[src/trq_pkg.sv]
// ----------------------------------------------------------------------------
// trq_pkg
// Types and constants shared by the transaction requester modules.
// ----------------------------------------------------------------------------
package trq_pkg;

    // width for offset / length arithmetic: covers a 16-bit length plus carry
    localparam int CALC_W     = 17;
    localparam int SEGS       = 8;
    localparam logic [7:0] TRIES_UNLIMITED = 8'hFF;
    localparam logic [8:0] TICKS_MAX       = 9'd511;

    typedef enum logic [1:0] {
        CMD_START = 2'd0,
        CMD_RESP  = 2'd1,
        CMD_TICK  = 2'd2,
        CMD_NONE  = 2'd3
    } t_cmd;

    typedef enum logic [1:0] {
        ST_IDLE     = 2'd0,
        ST_PENDING  = 2'd1,
        ST_COMPLETE = 2'd2,
        ST_FAILED   = 2'd3
    } t_status;

    typedef struct packed {
        t_cmd        cmd;
        logic        xo_mode;
        logic [15:0] want_len;
        logic        want_user_bytes;
        logic [7:0]  attempts;
        logic [7:0]  retry_interval;
        logic [15:0] pkt_tid;
        logic [2:0]  seg_seq;
        logic        eom;
        logic        sts;
        logic [9:0]  data_len;
        logic [31:0] pkt_user_bytes;
    } t_in_item;

    typedef struct packed {
        logic        send_request;
        logic        send_release;
        logic [15:0] tid_out;
        logic [7:0]  req_bitmap;
        t_status     status;
        logic        write_data;
        logic [11:0] copy_offset;
        logic [9:0]  copy_len;
        logic [15:0] response_len;
        logic [31:0] resp_user_bytes;
    } t_result;

    // handshake between the input stage and the result stage
    typedef struct packed {
        logic fire;
    } t_flow;

endpackage

[src/trq_in_stage.sv]
// ----------------------------------------------------------------------------
// trq_in_stage
// Input register: captures one beat and holds it until the engine consumes it.
// ----------------------------------------------------------------------------
module trq_in_stage
    import trq_pkg::*;
(
    input  logic     i_clk,
    input  logic     i_rst_n,
    input  logic     i_valid,
    output logic     o_stall,
    input  t_in_item i_item,
    input  logic     i_out_free,
    output t_in_item o_item,
    output t_flow    o_flow
);

    logic     r_valid;
    t_in_item r_item;
    logic     fire;

    assign fire    = r_valid && i_out_free;
    assign o_stall = r_valid && !fire;

    always_ff @(posedge i_clk) begin
        if (!i_rst_n) begin
            r_valid <= 1'b0;
        end else if (i_valid && !o_stall) begin
            r_valid <= 1'b1;
        end else if (fire) begin
            r_valid <= 1'b0;
        end
    end

    always_ff @(posedge i_clk) begin
        if (i_valid && !o_stall) begin
            r_item <= i_item;
        end
    end

    assign o_item      = r_item;
    assign o_flow.fire = fire;

endmodule

[src/trq_engine.sv]
// ----------------------------------------------------------------------------
// trq_engine
// Transaction state and the single-pass update that forms each result.
// ----------------------------------------------------------------------------
module trq_engine
    import trq_pkg::*;
#(
    parameter int SEGMENT_BYTES = 578
) (
    input  logic     i_clk,
    input  logic     i_rst_n,
    input  t_in_item i_item,
    input  t_flow    i_flow,
    output t_result  o_result
);

    localparam logic [CALC_W-1:0] SEG = CALC_W'(SEGMENT_BYTES);

    logic [15:0] r_next_tid, n_next_tid;
    logic [15:0] r_cur_tid, n_cur_tid;
    logic [7:0]  r_bitmap, n_bitmap;
    t_status     r_status, n_status;
    logic        r_xo, n_xo;
    logic [7:0]  r_tries, n_tries;
    logic [7:0]  r_interval, n_interval;
    logic [8:0]  r_ticks, n_ticks;
    logic [15:0] r_buf_len, n_buf_len;
    logic [15:0] r_res_len, n_res_len;
    logic [31:0] r_user, n_user;

    logic [7:0]        start_map;
    logic [CALC_W-1:0] off;
    logic [CALC_W-1:0] dl;
    logic [CALC_W-1:0] cur;
    logic [CALC_W-1:0] fix;
    logic              present;
    logic [7:0]        seg_bit;
    logic              do_tx;
    logic              req, rel, wr;

    // segment k is wanted when the buffer reaches past k segments
    always_comb begin
        for (int k = 0; k < SEGS; k++) begin
            start_map[k] = {1'b0, i_item.want_len} > CALC_W'(k * SEGMENT_BYTES);
        end
    end

    always_comb begin
        off     = CALC_W'(i_item.seg_seq) * SEG;
        dl      = ({7'd0, i_item.data_len} > SEG) ? SEG : CALC_W'(i_item.data_len);
        cur     = {1'b0, r_res_len};
        present = (r_buf_len != 16'd0);
        seg_bit = 8'd1 << i_item.seg_seq;
        fix     = '0;
        if (present && cur >= off) begin
            fix = (cur >= off + dl) ? dl : cur - off;
        end
    end

    always_comb begin
        n_next_tid = r_next_tid;
        n_cur_tid  = r_cur_tid;
        n_bitmap   = r_bitmap;
        n_status   = r_status;
        n_xo       = r_xo;
        n_tries    = r_tries;
        n_interval = r_interval;
        n_ticks    = r_ticks;
        n_buf_len  = r_buf_len;
        n_res_len  = r_res_len;
        n_user     = r_user;
        do_tx      = 1'b0;
        req        = 1'b0;
        rel        = 1'b0;
        wr         = 1'b0;

        case (i_item.cmd)
            CMD_START: begin
                n_xo       = i_item.xo_mode;
                n_bitmap   = (i_item.want_len != 16'd0) ? start_map
                                                        : {7'd0, i_item.want_user_bytes};
                n_cur_tid  = r_next_tid;
                n_next_tid = r_next_tid + 16'd1;
                n_tries    = i_item.attempts;
                n_interval = i_item.retry_interval;
                n_buf_len  = i_item.want_len;
                n_res_len  = i_item.want_len;
                n_user     = '0;
                n_ticks    = '0;
                n_status   = ST_PENDING;
                do_tx      = 1'b1;
            end
            CMD_RESP: begin
                if (r_status == ST_PENDING && i_item.pkt_tid == r_cur_tid) begin
                    if ((r_bitmap & seg_bit) != 8'd0) begin
                        wr = present;
                        if (i_item.eom) begin
                            n_bitmap = r_bitmap & (seg_bit - 8'd1);
                        end else begin
                            n_bitmap = r_bitmap & ~seg_bit;
                        end
                        if (i_item.seg_seq == 3'd0) begin
                            n_user = i_item.pkt_user_bytes;
                        end
                        if (i_item.eom && present) begin
                            n_res_len = 16'(off + fix);
                        end
                    end
                    if (n_bitmap == 8'd0) begin
                        rel      = r_xo;
                        n_status = ST_COMPLETE;
                    end
                    do_tx = i_item.sts && (n_status == ST_PENDING);
                end
            end
            CMD_TICK: begin
                if (r_status == ST_PENDING) begin
                    if (r_ticks < TICKS_MAX) begin
                        n_ticks = r_ticks + 9'd1;
                    end
                    do_tx = (n_ticks > {1'b0, r_interval});
                end
            end
            default: begin
            end
        endcase

        // (re)transmission: fails once tries are used up
        if (do_tx) begin
            if (n_tries == 8'd0) begin
                n_status = ST_FAILED;
            end else begin
                req     = 1'b1;
                n_ticks = '0;
                if (n_tries != TRIES_UNLIMITED) begin
                    n_tries = n_tries - 8'd1;
                end
            end
        end
    end

    always_comb begin
        o_result.send_request    = req;
        o_result.send_release    = rel;
        o_result.tid_out         = n_cur_tid;
        o_result.req_bitmap      = n_bitmap;
        o_result.status          = n_status;
        o_result.write_data      = wr;
        o_result.copy_offset     = wr ? off[11:0] : 12'd0;
        o_result.copy_len        = wr ? fix[9:0] : 10'd0;
        o_result.response_len    = n_res_len;
        o_result.resp_user_bytes = n_user;
    end

    always_ff @(posedge i_clk) begin
        if (!i_rst_n) begin
            r_next_tid <= '0;
            r_cur_tid  <= '0;
            r_bitmap   <= '0;
            r_status   <= ST_IDLE;
            r_xo       <= 1'b0;
            r_tries    <= '0;
            r_interval <= '0;
            r_ticks    <= '0;
            r_buf_len  <= '0;
            r_res_len  <= '0;
            r_user     <= '0;
        end else if (i_flow.fire) begin
            r_next_tid <= n_next_tid;
            r_cur_tid  <= n_cur_tid;
            r_bitmap   <= n_bitmap;
            r_status   <= n_status;
            r_xo       <= n_xo;
            r_tries    <= n_tries;
            r_interval <= n_interval;
            r_ticks    <= n_ticks;
            r_buf_len  <= n_buf_len;
            r_res_len  <= n_res_len;
            r_user     <= n_user;
        end
    end

endmodule

[src/trq_out_stage.sv]
// ----------------------------------------------------------------------------
// trq_out_stage
// Result register: holds one result beat until the downstream side takes it.
// ----------------------------------------------------------------------------
module trq_out_stage
    import trq_pkg::*;
(
    input  logic    i_clk,
    input  logic    i_rst_n,
    input  logic    i_fire,
    input  t_result i_result,
    output logic    o_free,
    output logic    o_valid,
    input  logic    i_stall,
    output t_result o_result
);

    logic    r_valid;
    t_result r_result;

    assign o_free = !r_valid || !i_stall;

    always_ff @(posedge i_clk) begin
        if (!i_rst_n) begin
            r_valid <= 1'b0;
        end else if (i_fire) begin
            r_valid <= 1'b1;
        end else if (!i_stall) begin
            r_valid <= 1'b0;
        end
    end

    always_ff @(posedge i_clk) begin
        if (i_fire) begin
            r_result <= i_result;
        end
    end

    assign o_valid  = r_valid;
    assign o_result = r_result;

endmodule

[src/transaction_requester_unit.sv]
// ----------------------------------------------------------------------------
// transaction_requester_unit
// Requester side of one reliable request-response transaction.
// ----------------------------------------------------------------------------
// Each beat (start, response packet or one second tick) yields exactly one
// result beat. A beat is captured in an input register, processed against
// the transaction state in a single combinational pass and written to a
// result register, so the unit takes one beat per cycle when the result
// side does not stall; the result register lets a new beat be processed
// in the same cycle that the previous result is taken. A stall on the result
// side holds the result register, and once the input register is also full
// the input stalls.
module transaction_requester_unit
    import trq_pkg::*;
#(
    parameter int SEGMENT_BYTES = 578
) (
    input  logic        i_clk,
    input  logic        i_rst_n,
    input  logic        i_in_valid,
    output logic        o_in_stall,
    input  logic [1:0]  i_cmd,
    input  logic        i_xo_mode,
    input  logic [15:0] i_want_len,
    input  logic        i_want_user_bytes,
    input  logic [7:0]  i_attempts,
    input  logic [7:0]  i_retry_interval,
    input  logic [15:0] i_pkt_tid,
    input  logic [2:0]  i_seg_seq,
    input  logic        i_eom,
    input  logic        i_sts,
    input  logic [9:0]  i_data_len,
    input  logic [31:0] i_pkt_user_bytes,
    output logic        o_out_valid,
    input  logic        i_out_stall,
    output logic        o_send_request,
    output logic        o_send_release,
    output logic [15:0] o_tid_out,
    output logic [7:0]  o_req_bitmap,
    output logic [1:0]  o_status,
    output logic        o_write_data,
    output logic [11:0] o_copy_offset,
    output logic [9:0]  o_copy_len,
    output logic [15:0] o_response_len,
    output logic [31:0] o_resp_user_bytes
);

    t_in_item in_item;
    t_in_item held_item;
    t_flow    flow;
    t_result  eng_result;
    t_result  out_result;
    logic     out_free;

    always_comb begin
        in_item.cmd             = t_cmd'(i_cmd);
        in_item.xo_mode         = i_xo_mode;
        in_item.want_len        = i_want_len;
        in_item.want_user_bytes = i_want_user_bytes;
        in_item.attempts        = i_attempts;
        in_item.retry_interval  = i_retry_interval;
        in_item.pkt_tid         = i_pkt_tid;
        in_item.seg_seq         = i_seg_seq;
        in_item.eom             = i_eom;
        in_item.sts             = i_sts;
        in_item.data_len        = i_data_len;
        in_item.pkt_user_bytes  = i_pkt_user_bytes;
    end

    trq_in_stage u_in_stage (
        .i_clk      (i_clk),
        .i_rst_n    (i_rst_n),
        .i_valid    (i_in_valid),
        .o_stall    (o_in_stall),
        .i_item     (in_item),
        .i_out_free (out_free),
        .o_item     (held_item),
        .o_flow     (flow)
    );

    trq_engine #(
        .SEGMENT_BYTES (SEGMENT_BYTES)
    ) u_engine (
        .i_clk    (i_clk),
        .i_rst_n  (i_rst_n),
        .i_item   (held_item),
        .i_flow   (flow),
        .o_result (eng_result)
    );

    trq_out_stage u_out_stage (
        .i_clk    (i_clk),
        .i_rst_n  (i_rst_n),
        .i_fire   (flow.fire),
        .i_result (eng_result),
        .o_free   (out_free),
        .o_valid  (o_out_valid),
        .i_stall  (i_out_stall),
        .o_result (out_result)
    );

    assign o_send_request    = out_result.send_request;
    assign o_send_release    = out_result.send_release;
    assign o_tid_out         = out_result.tid_out;
    assign o_req_bitmap      = out_result.req_bitmap;
    assign o_status          = out_result.status;
    assign o_write_data      = out_result.write_data;
    assign o_copy_offset     = out_result.copy_offset;
    assign o_copy_len        = out_result.copy_len;
    assign o_response_len    = out_result.response_len;
    assign o_resp_user_bytes = out_result.resp_user_bytes;

endmodule
[config.mk]
export PLATFORM = sky130hd
export DESIGN_NAME = transaction_requester_unit
export DESIGN_NICKNAME = d
export VERILOG_FILES = /design/src/trq_pkg.sv /design/src/trq_in_stage.sv /design/src/trq_engine.sv /design/src/trq_out_stage.sv /design/src/transaction_requester_unit.sv
export SDC_FILE = /design/constraint.sdc
export NUM_CORES = 1
export LEC_CHECK = 0
export ABC_AREA = 0
export BUFFER_PORTS_ARGS = -buffer_cell sky130_fd_sc_hd__clkbuf_2
export CAP_MARGIN = 20
export CORE_UTILIZATION = 45
export CTS_CLUSTER_SIZE = 20
export DETAILED_ROUTE_END_ITERATION = 12
export SYNTH_ARGS = -nofsm -noshare
export SYNTH_HDL_FRONTEND = slang
export SYNTH_SLANG_ARGS = --single-unit
export TNS_END_PERCENT = 50
[constraint.sdc]
create_clock -name i_clk -period 15.8 [get_ports i_clk]
set_input_delay 0.79 -clock i_clk [delete_from_list [all_inputs] [get_ports i_clk]]
set_output_delay 0.79 -clock i_clk [all_outputs]
set_load 0.1 [all_outputs]
---- Yosys cells after proc, flatten, opt, wreduce, memory -nomap -nowiden ----
Cells that the tools add are included.
word-level totals
  flip-flop bits (word level) ............. 332
  output and inout bits ................... 101
operators by class
  add/subtract/negate cells ............... 7
  multiply operators ...................... 1
  magnitude comparators ................... 13
  equal/unequal tests ..................... 7
  shifts and indexed selects .............. 1
  mux-type cells .......................... 48
  bitwise operators ....................... 4
  reduce and logical (&&, ||, !) cells .... 22
operators by type and width
  kind                                                                    count
  16-bit 2-to-1 mux                                                       6
  32-bit 2-to-1 mux                                                       3
  8-bit 2-to-1 mux                                                        10
  16-bit by 12-bit > comparator with 1-bit output, second input constant  4
  32-bit one-hot mux with 2 select lines                                  1
  9-bit 2-to-1 mux                                                        6
  16-bit by 11-bit > comparator with 1-bit output, second input constant  2
  16-bit one-hot mux with 2 select lines                                  1
  16-bit nonzero test                                                     2
  8-bit bitwise AND                                                       3
  9-bit one-hot mux with 2 select lines                                   1
  13-bit by 17-bit adder with 17-bit output                               1
  16-bit by 17-bit >= comparator with 1-bit output                        1
  13-bit by 16-bit adder with 16-bit output                               1
  16-bit by 1-bit adder with 16-bit output, second input constant         1
  16-bit equality test                                                    1
  16-bit by 13-bit >= comparator with 1-bit output                        1
  16-bit by 1-bit > comparator with 1-bit output, second input constant   1
  16-bit by 10-bit > comparator with 1-bit output, second input constant  1
  8-bit zero test                                                         2
  8-bit one-hot mux with 2 select lines                                   1
  16-bit by 13-bit subtractor with 16-bit output                          1
  8-bit by 1-bit subtractor with 8-bit output, second input constant      2
  3-bit by 9-bit multiplier with 12-bit output, second input constant     1
  24 further kinds                                                        49

---- Logic depth before layout (Yosys ltp) ----
Gate-level depths: netlist of run 1.
  word-level depth ........................ 16
  gate-level depth with buffers ........... 32
  depth with buffers taken out ............ 31

---- Modules after synthesis ----
Synthesis of run 1 repeated with hierarchy kept, for this count alone.
unflattened totals
  cell total of the unflattened synthesis .. 1,463
  area, all modules ....................... 15,849.0 um^2
by module, submodules not included
  module         instances  cells each  area each (um^2)  sequential area each (um^2)
  trq_engine     1          1,256       9,814.4           2,642.5
  trq_in_stage   1          104         3,026.7           2,992.9
  trq_out_stage  1          103         3,007.9           2,992.9

---- Worst setup path before layout of run 1 ----
OpenSTA, ideal clock, no wires.
  path type ............................... register to register
  from .................................... register u_in_stage.r_item (netlist bit u_in_stage.o_item[39])
  to ...................................... register u_out_stage.r_result (netlist bit u_out_stage.o_result[41]), data pin
  arrival time ............................ 6.452 ns
  required time ........................... 15.539 ns
  setup slack ............................. 9.087 ns
  stages on the path, launching flop included .. 31
  buffers on the path ..................... 1
  path through ............................ edfxtp_1 o31ai_1 a21oi_1 or2_2 ha_1 fa_1 maj3_1 a41oi_1 a21oi_1 o21bai_1 a21oi_1 nor2b_1 o21ai_0 xnor2_1 ha_1 nand2_1 o21ai_0 or3_4 nor3_2 clkbuf_1 nor2_1 a211oi_1 ha_1 inv_1 fa_1 inv_1 a21o_1 a31o_1 a21oi_1 xnor2_1 a221o_1
RTL lines
  what                    RTL line             source
  from (decl)             trq_in_stage.sv:19   t_in_item r_item;
  from (signal assigned)  trq_in_stage.sv:37   r_item <= i_item;
  to (signal assigned)    trq_out_stage.sv:35  r_result <= i_result;
  to (decl)               trq_out_stage.sv:19  t_result r_result;

==> results.md, run 1 <==
* Share of cells above drive strength 1 at 18.43%
* Hold Path Class: in -> reg
* Fin. Hold Viols at 0
* Worst rel slew slack at 28.54%
* Final HPWL DP at 28230 microns
* Layout Nets at 1857
* CP Data Arrival Time at 8110 ps
* Drt first pass iters at 5
* Sw Share at 27.78%
* Slowest stage delay, CP at 720 ps
* Clk pwr share at 41.2%
* Area Overhead vs Synth at 16.17%
* Cts repair resizes at 0
* RSZ-0062 raised after global routing: no
* Vias in the first global route at 11500
* Number of flops mapped to enable cells by yosys at 189
* Crit path buffers/inverters at 2
* Clock Tree Buf Depth at 3
* VDD IR max at 88.85 uV
* FP Rows at 67
* IO Pins at 204
* Setup TNS at 0 ps
* Core ar. at 0.03370 sq mm
* Clk_lat worst skew at 540 ps
* GRT Residual Overflow at 0
* Die height at 187.4 microns
* Crit. End Element: flip-flop
* Int Pwr at 1.514 mW
* Count of unique library cells instantiated by Yosys at 96
* Sequential power share at 45.3%
* Worst Tran Pin Value at 1072 ps
* Fin crit share at 49.62%
* Clock buffer count from CTS at 37
* P_leak at 6.897 nW
* Routability cong. at 0.9432
* Placed Area at 0.01673 sq mm
* Maximum clock frequency at 127.6 MHz
* Syn Inst Count at 1540
* Starting DRT DRC Count at 864
* Clk sink count at 323
* # DRC at 0
* WHS at 418.6 ps
* Comb pwr share at 13.5%
* Synthesized flop and latch total at 323
* Post-synthesis cell area at 0.01547 sq mm
* Sequential area share after synthesis at 54.02%
* Mapped Avg Cell Area at 10.05 sq um
* Initial core utilization at 45.91%
* Initial antenna violation count at 1
* Root Buffer: clkbuf_16
* Vias per cell at 5.551
* Final core occ at 53.33%
* CP max FO at 13
* Wire length per cell at 18.93 microns
* Design area at 0.01797 sq mm
* Cell Pwr Density at 116.6 mW/mm^2
* Crit start category: flip-flop
* CP required at 16070 ps
* H-tree Lvls at 2
* Fillcell total at 3102
* WL final at 41260 microns
* CTS tree: done
* I/O Buffers at 200
* Final Max Tran Viols at 0
* Crit path max-delay cell type: nor3_2
* DRT antenna net count at 0
* Reg clk slew, reported paths at 60 ps
* Largest net degree at the start of global routing at 93
* Layout Skew at 26.71 ps
* Synth area leader: edfxtp_1
* Asr flop ratio synth at 0%
* Type of the worst setup path: reg -> reg
* Global-route wire length before repair at 64140 microns
* Result of the run: completed
* Die area at 0.03513 sq mm
* Total track usage at 23.22%
* Tmin final at 7840 ps
* CP dominant cell by count: a21oi_1
* Switching power at 582.2 uW
* Setup bufs post-CTS at 0
* Synth Warn # at 0
* Setup violators final at 0
* Synth area leaders: edfxtp_1, dfxtp_1, nand2_1
* Worst path top cell family by delay: compound AO/OA/AOI/OAI gates
* Total number of vias at 12100
* Die Wd at 187.4 microns
* Synth top area share at 36.68%
* Total of max-cap violations at 0
* # hold bufs at CTS at 0
* Post-synth top flop: edfxtp_1
[Yosys cell counts, types with 5 or more instances]
library cell and n:
a211oi_1 10, a21o_1 11, a21oi_1 139, a22o_1 33, a31oi_1 18, a32o_1 6, and2_1 7, and3_1 10
buf_1 9, buf_2 9, buf_4 9, clkbuf_1 59, dfxtp_1 134, edfxtp_1 189, ha_1 48, inv_1 33
mux2i_1 17, nand2_1 284, nand2b_1 11, nand3_1 39, nand4_1 15, nor2_1 111, nor2b_1 16, nor3_1 35
nor3b_1 5, nor4_1 16, o211ai_1 5, o21a_1 6, o21ai_0 46, o21bai_1 6, o221ai_1 5, o22a_1 6
o31ai_1 9, or2_2 6, or3_1 11, xnor2_1 30, xor2_1 35
[power groups by stage]
stage | Combinational, mW | Clock [mW] | Sequential, mW
2_1_floorplan | 0.140 | 0 | 1.04
3_3_place_gp | 0.282 | 0 | 0.967
3_5_place_dp | 0.282 | 0 | 0.967
4_1_cts | 0.283 | 0.885 | 0.950
5_1_grt | 0.303 | 0.912 | 0.953
6_report | 0.283 | 0.863 | 0.950
[worst paths after layout]
kind / startpoint / to / slack [ps] / cells after the start
max: u_in_stage.o_item[39] / u_out_stage.o_result[45] / 7960 / 29
min: i_data_len[8] / u_in_stage.o_item[40] / 420 / 1
max reg2reg: u_in_stage.o_item[39] / u_out_stage.o_result[45] / 7960 / 29
min reg2reg: u_engine.r_buf_len[0] / u_engine.r_buf_len[0] / 450 / 2
[worst register-to-register path: cells and delay by family, from the launching register on]
family | cells | cell delay (ps)
AO/OA/AOI/OAI | 13 | 3120
XOR/XNOR | 1 | 160
adder cells (fa/ha/maj) | 6 | 1920
buffers and inverters | 2 | 150
flip-flops | 1 | 440
multiplexers | 1 | 140
AND/OR/NAND/NOR | 6 | 1660
[metrics by stage]
step / std cells / total power [mW] / setup slack, ps
6_report: 2180 / 2.096 / 7960
5_1_grt: 2180 / 2.168 / 7532
4_1_cts: 2179 / 2.118 / 8137
3_5_place_dp: 2112 / 1.249 / 8186
3_3_place_gp: 2112 / 1.249 / 8375
2_1_floorplan: 1542 / 1.179 / 9087
[routing by layer]
layer | up-vias | GRT usage [%] | wire length [microns]
met2 | 382 | 38.80 | 19760
met1 | 5768 | 31.03 | 18250
met4 | 0 | 7.817 | 1077
met3 | 73 | 3.114 | 2170
li1 | 5878 | - | -
met5 | - | 0 | 0
[sequential cells by signal (all words and copies together) (netlist names)]
| signal | count |
|---|---|
| u_in_stage.o_item | 99 |
| u_out_stage.o_result | 90 |
| u_engine.r_user | 32 |
| u_engine.r_buf_len | 16 |
| u_engine.r_cur_tid | 16 |
| u_engine.r_next_tid | 16 |
| u_engine.r_res_len | 16 |
| u_engine.r_ticks | 9 |
| u_engine.r_bitmap | 8 |
| u_engine.r_interval | 8 |
| u_engine.r_tries | 8 |
| u_engine.r_status | 2 |
| u_engine.r_xo | 1 |
| u_in_stage.r_valid | 1 |
| u_out_stage.o_valid | 1 |
[cells in the final DEF (no fill, tap or decap), types with 35 or more instances in the layout]
cell,synthesis,final
nor3_1,35,35
ha_1,48,48
a21oi_1,139,139
xor2_1,35,35
edfxtp_1,189,189
nand2_1,284,283
clkbuf_16,0,38
o21ai_0,46,46
nor2_1,111,109
dfxtp_1,134,134
clkbuf_2,0,200
nand3_1,39,39
[layout make-up]
| class | instances | area (sq um) | area share (%) |
|---|---|---|---|
| flip-flops and latches | 323 | 8358 | 46.51 |
| multi-input cells | 1093 | 6566 | 36.54 |
| repair buffers | 215 | 1114 | 6.196 |
| clock buffers | 46 | 1031 | 5.737 |
| well taps | 448 | 560.5 | 3.119 |
| clock inverters | 21 | 210.2 | 1.170 |
| inverters | 33 | 130.1 | 0.7240 |
| diodes | 1 | 2.502 | 0.01392 |
[logic make-up (layout without fill, tap and decap cells)]
family	after synthesis	after routing	share of synthesized area (%)
xor+xnor	65	65	3.680
compound gates	353	353	15.07
simple gates	602	602	17.96
other cells	1	4	0.02424
flops	323	323	54.02
mux	18	18	1.173
buf+inv	126	315	3.736
fa+ha+maj	52	52	4.335
Note: power is estimated with default switching activity, not from simulation.
==> run 2: changes to the inputs <==
Clock period 15.8 ns to 7.3 ns, I/O delays scaled along.
==> run 2 against run 1 <==
Via count is 2.6% higher; sequential cell count is the same; fmax up 14%; critical path type unchanged; largest cell class unchanged; die area did not move; clock skew fell by 8.1 ps; largest power group unchanged; register-to-register slack worse by 7500 ps; utilization rose by 2.1 points.
==> results.md, run 2 (synthesis gave the netlist of run 1 again) <==
* Result of the run: completed
* Setup TNS at 0 ps (unchanged)
* Routability cong. at 0.9380 (-0.55%)
* Sequential power share at 45.2% (about the same)
* Number of flip-flops in the largest register at 99 (unchanged)
* I/O Buffers at 200 (unchanged)
* Tmin final at 6848 ps (-991.8 ps)
* FP Rows at 67 (unchanged)
* FF-to-FF Start: u_in_stage.o_item[39]
* Crit path launch: u_in_stage.o_item[39]
* Type of the worst setup path: reg -> reg
* Total of max-cap violations at 0 (unchanged)
* Layout Nets at 1928 (+3.8%)
* Hold Startpoint: i_data_len[4]
* Worst path top cell family by delay: compound AO/OA/AOI/OAI gates
* WHS at 19.77 ps (-398.8 ps)
* Most frequent cells in the layout: nand2_1, clkbuf_2, edfxtp_1
* CTS tree: done
* DRT antenna net count at 0 (unchanged)
* Comb pwr share at 14.2% (+0.7 points)
* Total track usage at 23.66% (+0.44 points)
* Die area at 0.03513 sq mm (unchanged)
* Clock Tree Buf Depth at 3 (unchanged)
* Worst Tran Pin Value at 1031 ps (-41.38 ps)
* # DRC at 0 (unchanged)
* H-tree Lvls at 2 (unchanged)
* CP dominant cell by count: a21oi_1
* Met2 GRT Util at 38.69% (-0.11 points)
* Slowest stage delay, CP at 440 ps (-280 ps)
* Starting DRT DRC Count at 839 (-2.9%)
* WL final at 42090 microns (+2.0%)
* Die Wd at 187.4 microns (unchanged)
* Int Pwr at 3.285 mW (+120%)
* Setup violators final at 0 (unchanged)
* Area Overhead vs Synth at 20.82%
* Vias per cell at 5.514 (-0.66%)
* Vias in the first global route at 12010 (+4.4%)
* P_leak at 7.193 nW (+4.3%)
* Clock buffer count from CTS at 37 (unchanged)
* Drt first pass iters at 6 (+1)
* Clk_lat worst skew at 540 ps (about the same)
* GRT Residual Overflow at 0 (unchanged)
* Root Buffer: clkbuf_16
* Crit start category: flip-flop
* Switching power at 1.265 mW (+120%)
* Maximum clock frequency at 146.0 MHz (+14%)
* Cell Pwr Density at 243.4 mW/mm^2 (+110%)
* Commonest non-fill, non-tap cell in the layout: nand2_1
* Reg clk slew, reported paths at 60 ps (about the same)
* CP Data Arrival Time at 7270 ps (-840 ps)
* Grt peak-use layer: met2
* VDD IR max at 183.2 uV (+110%)
* Global-route wire length before repair at 65140 microns (+1.5%)
* Initial antenna violation count at 1 (unchanged)
* Met3 GRT Util at 3.790% (+0.68 points)
* Crit. End Element: flip-flop
* Die height at 187.4 microns (unchanged)
* CP max FO at 9 (-4)
* IO Pins at 204 (unchanged)
* Fin crit share at 93.81% (+44 points)
* Final HPWL DP at 28340 microns (+0.40%)
* Crit path max-delay cell type: edfxtp_1
* Core ar. at 0.03370 sq mm (unchanged)
* Total number of vias at 12420 (+2.6%)
* Wire length per cell at 18.69 microns (-1.3%)
* Crit path buffers/inverters at 1 (-1)
* Sw Share at 27.80% (about the same)
* Clk pwr share at 40.6% (-0.6 points)
* Final Max Tran Viols at 0 (unchanged)
* Layout Skew at 18.63 ps (-8.081 ps)
* Initial core utilization at 45.91% (unchanged)
* Worst rel slew slack at 31.30% (+2.8 points)
* Global Route met1 Usage at 31.44% (+0.40 points)
* Largest net degree at the start of global routing at 120 (+29%)
* Clk sink count at 323 (unchanged)
* Share of cells above drive strength 1 at 18.14% (-0.29 points)
* Fin. Hold Viols at 0 (unchanged)
* Hold Path Class: in -> reg
* CP required at 7720 ps (-8350 ps)
[run 2: final cells by class]
cell class              count  area, sq um
fillers                  3023        15010
flip-flops and latches    323         8358
multi-input cells        1093         6601
repair buffers            286         1818
clock buffers              52         1064
well taps                 448        560.5
clock inverters            16        157.7
inverters                  33        130.1
diodes                      1        2.502
[run 2: worst register-to-register path, delay by kind of cell (launching register included)]
family | cells | cell delay [ps]
AOI/OAI and AO/OA | 13 | 2390
and+or+nand+nor | 10 | 1770
xor gates and xnor gates | 2 | 310
DFF | 1 | 440
adders and majority gates | 5 | 1630
buffers and inverters | 1 | 190
[run 2: timing repair]
item	in CTS	in global routing
hold endpoints to repair	67	0
gates resized for setup	0	9
setup endpoints to repair	0	21
hold buffers	67	0
setup buffers	0	1
[run 2: path summary, 6_finish.rpt]
check                           endpoint  slack (ps)  depth (start not counted)
hold reg to reg   u_engine.r_interval[5]         450                          2
setup reg to reg  u_engine.r_res_len[12]         450                         31
hold / removal     u_in_stage.o_item[36]          20                          1
setup / recovery  u_engine.r_res_len[12]         450                         31
[run 2: per-stage QoR]
stage	util (%)	cell area, sq um	setup WS, ps	power (mW)	cells
final	55.47	18690	451.8	4.550	2252
after global routing	55.47	18690	-14.13	4.709	2252
after CTS	55.32	18640	173.7	4.588	2250
after detailed placement	49.71	16750	198.0	2.705	2115
after global placement	49.71	16750	375.6	2.704	2115
after floorplan	-	15480	587.1	2.552	1542
[run 2: power groups by stage]
| stage | sequential [mW] | clock, mW | combinational [mW] |
|---|---|---|---|
| 3_5_place_dp | 2.09 | 0 | 0.611 |
| 4_1_cts | 2.06 | 1.89 | 0.643 |
| 6_report | 2.06 | 1.85 | 0.648 |
| 3_3_place_gp | 2.09 | 0 | 0.611 |
| 2_1_floorplan | 2.25 | 0 | 0.303 |
| 5_1_grt | 2.06 | 1.95 | 0.693 |
[run 2: per-layer routing]
metal  part of all wire, %  vias to the layer above
met5                     0                        -
met2                    47                      399
met1                    45                     5919
met4                   3.2                        0
met3                   5.4                       85
li1                      -                     6015
==> run 3: changes to the inputs <==
--- a/config.mk
+++ b/config.mk
@@ -13,2 +13,3 @@
 export DETAILED_ROUTE_END_ITERATION = 12
+export MAX_ROUTING_LAYER = met4
 export SYNTH_ARGS = -nofsm -noshare
==> constraint.sdc (replaced) <==
create_clock -name i_clk -period 7.3 [get_ports i_clk]
set_input_delay 1.46 -clock i_clk [delete_from_list [all_inputs] [get_ports i_clk]]
set_output_delay 1.46 -clock i_clk [all_outputs]
set_load 0.1 [all_outputs]
==> run 3 against run 2 <==
Sequential share of layout area up 1.8 points; routed wire length fell by 0.86%; non-clock buffer count is 65 lower; largest power group unchanged.
==> results.md, run 3 (synthesis gave the netlist of run 1 again) <==
* Routability cong. at 0.9550 (+1.8%)
* Total of max-cap violations at 0 (unchanged)
* Root Buffer: clkbuf_16
* Crit path max-delay cell type: edfxtp_1
* DP Worst Slack at 221.0 ps (+23.01 ps)
* Placed Area at 0.01676 sq mm (about the same)
* Crit start category: flip-flop
* Design area at 0.01796 sq mm (-3.9%)
* Die height at 187.4 microns (unchanged)
* Layout Nets at 1863 (-3.4%)
* Clk sink count at 323 (unchanged)
* Crit. End Element: flip-flop
* Fin. Hold Viols at 0 (unchanged)
* Worst setup endpoint: u_out_stage.o_result[45]
* Final HPWL DP at 28180 microns (-0.56%)
* Worst rel slew slack at 30.96% (-0.34 points)
* Tmin final at 6942 ps (+93.69 ps)
* Number of flip-flops in the largest register at 99 (unchanged)
* Clk_lat worst skew at 550 ps (about the same)
* Total track usage at 24.16% (+0.49 points)
* Final Max Tran Viols at 0 (unchanged)
* Clock Tree Buf Depth at 3 (unchanged)
* Reg-to-Reg End: u_out_stage.o_result[45]
* WL final at 41720 microns (-0.86%)
* H-tree Lvls at 2 (unchanged)
* VDD IR max at 189.1 uV (+3.2%)
* Maximum clock frequency at 144.1 MHz (-1.3%)
* RSZ-0062 raised after global routing: no
* Setup ws final at 358.1 ps (-93.69 ps)
* # hold bufs at CTS at 0 (-100%)
* Wire length per cell at 19.09 microns (+2.2%)
* Commonest non-fill, non-tap cell in the layout: nand2_1
* Initial core utilization at 45.91% (unchanged)
* CP max FO at 12 (+3)
* CP dominant cell by count: a21oi_1
* Reg2Reg Depth at 29 (-6.5%)
* CP Depth at 29 (-6.5%)
* Fin crit share at 95.09% (+1.3 points)
* Die area at 0.03513 sq mm (unchanged)
* # DRC at 0 (unchanged)
* Worst path top cell family by delay: compound AO/OA/AOI/OAI gates
* Layout Skew at 22.79 ps (+4.154 ps)
* Drt first pass iters at 6 (unchanged)
* Fillcell total at 3091 (+2.2%)
* DRT antenna net count at 0 (unchanged)
* Reg2Reg Setup Slack at 360 ps (-90 ps)
* Most frequent cells in the layout: nand2_1, clkbuf_2, edfxtp_1
* Crit path buffers/inverters at 3 (+2)
* Setup violators final at 0 (unchanged)
* Vias per cell at 5.607 (+1.7%)
* CP required at 7570 ps (-150 ps)
* Die Wd at 187.4 microns (unchanged)
* Diode count at 0 (-1)
* Worst Tran Pin Value at 1036 ps (+5.109 ps)
* I/O Buffers at 200 (unchanged)
* Result of the run: completed
* Area Overhead vs Synth at 16.10%
* Total number of vias at 12250 (-1.3%)
* IO Pins at 204 (unchanged)
* Largest net degree at the start of global routing at 119 (-0.83%)
* Clock buffer count from CTS at 37 (unchanged)
* Global-route wire length before repair at 64160 microns (-1.5%)
* Hold Path Class: reg -> reg
* FP Rows at 67 (unchanged)
* Slowest stage delay, CP at 420 ps (-20 ps)
* GRT Residual Overflow at 0 (unchanged)
* Vias in the first global route at 11580 (-3.5%)
* Starting DRT DRC Count at 1023 (+22%)
* Initial antenna violation count at 0 (-1)
* Crit path launch: u_in_stage.o_item[37]
* Core ar. at 0.03370 sq mm (unchanged)
* CP Data Arrival Time at 7210 ps (-60 ps)
* P_leak at 6.900 nW (-4.1%)
* Cell Pwr Density at 247.0 mW/mm^2 (+1.5%)
* Type of the worst setup path: reg -> reg
* Reg clk slew, reported paths at 50 ps (about the same)
* CTS tree: done
* FF-to-FF Start: u_in_stage.o_item[37]
* Share of cells above drive strength 1 at 18.71% (+0.57 points)
* Setup TNS at 0 ps (unchanged)
==> run 3: worst register-to-register path: cells and delay by family (launching register included) <==
kind	cells	cell delay, ps
compound gates	12	2530
xor+xnor	1	100
fa+ha+maj	6	1990
buf+inv	3	320
flops	1	420
mux	1	130
simple gates	6	1190
==> run 3: worst min-delay path by stage <==
| stage | start | to | depth (start not counted) | slack (ps) |
|---|---|---|---|---|
| floorplan | u_engine.r_interval[1] | u_engine.r_interval[1] | 2 | 430 |
| global placement | u_engine.r_user[21] | u_engine.r_user[21] | 2 | 440 |
| detailed placement | u_engine.r_xo | u_engine.r_xo | 2 | 450 |
| CTS | u_engine.r_buf_len[6] | u_engine.r_buf_len[6] | 2 | 460 |
| global route | u_engine.r_buf_len[6] | u_engine.r_buf_len[6] | 2 | 470 |
| finish | u_engine.r_buf_len[6] | u_engine.r_buf_len[6] | 2 | 450 |
==> run 3: what timing repair did <==
item	CTS	global route
resized for setup	0	6
buffers inserted	0	2
setup endpoints to repair	0	15
==> run 3: per-layer routing <==
layer	vias up	track usage [%]	wire length, microns
li1	5887	-	-
met1	5802	31.86	18380
met2	468	37.85	19420
met3	94	3.340	2566
met4	0	9.099	1349
met5	-	-	0
==> run 3: stage by stage <==
stage / hold WS [ps] / total power, mW / utilization, % / cells
floorplan: 433.7 / 2.552 / - / 1542
global placement: 441.6 / 2.702 / 49.73 / 2116
detailed placement: 447.8 / 2.705 / 49.73 / 2116
CTS: 455.4 / 4.474 / 53.17 / 2183
global route: 469.3 / 4.597 / 53.30 / 2185
finish: 452.6 / 4.437 / 53.30 / 2185
==> run 3: area by class of cell <==
cell class	count	area, sq um	share of cell area [%]
clock buffer	55	1079	6.004
inverter	33	130.1	0.7244
timing repair buffer	221	1162	6.471
multi-input combinational	1093	6591	36.70
sequential	323	8358	46.53
clock inverter	12	81.33	0.4528
tap	448	560.5	3.121
==> run 3: power by group <==
part           total [mW]  internal [mW]  switching (mW)
clock                1.76           1.03           0.735
combinational       0.616          0.159           0.457
sequential           2.06           2.01          0.0528
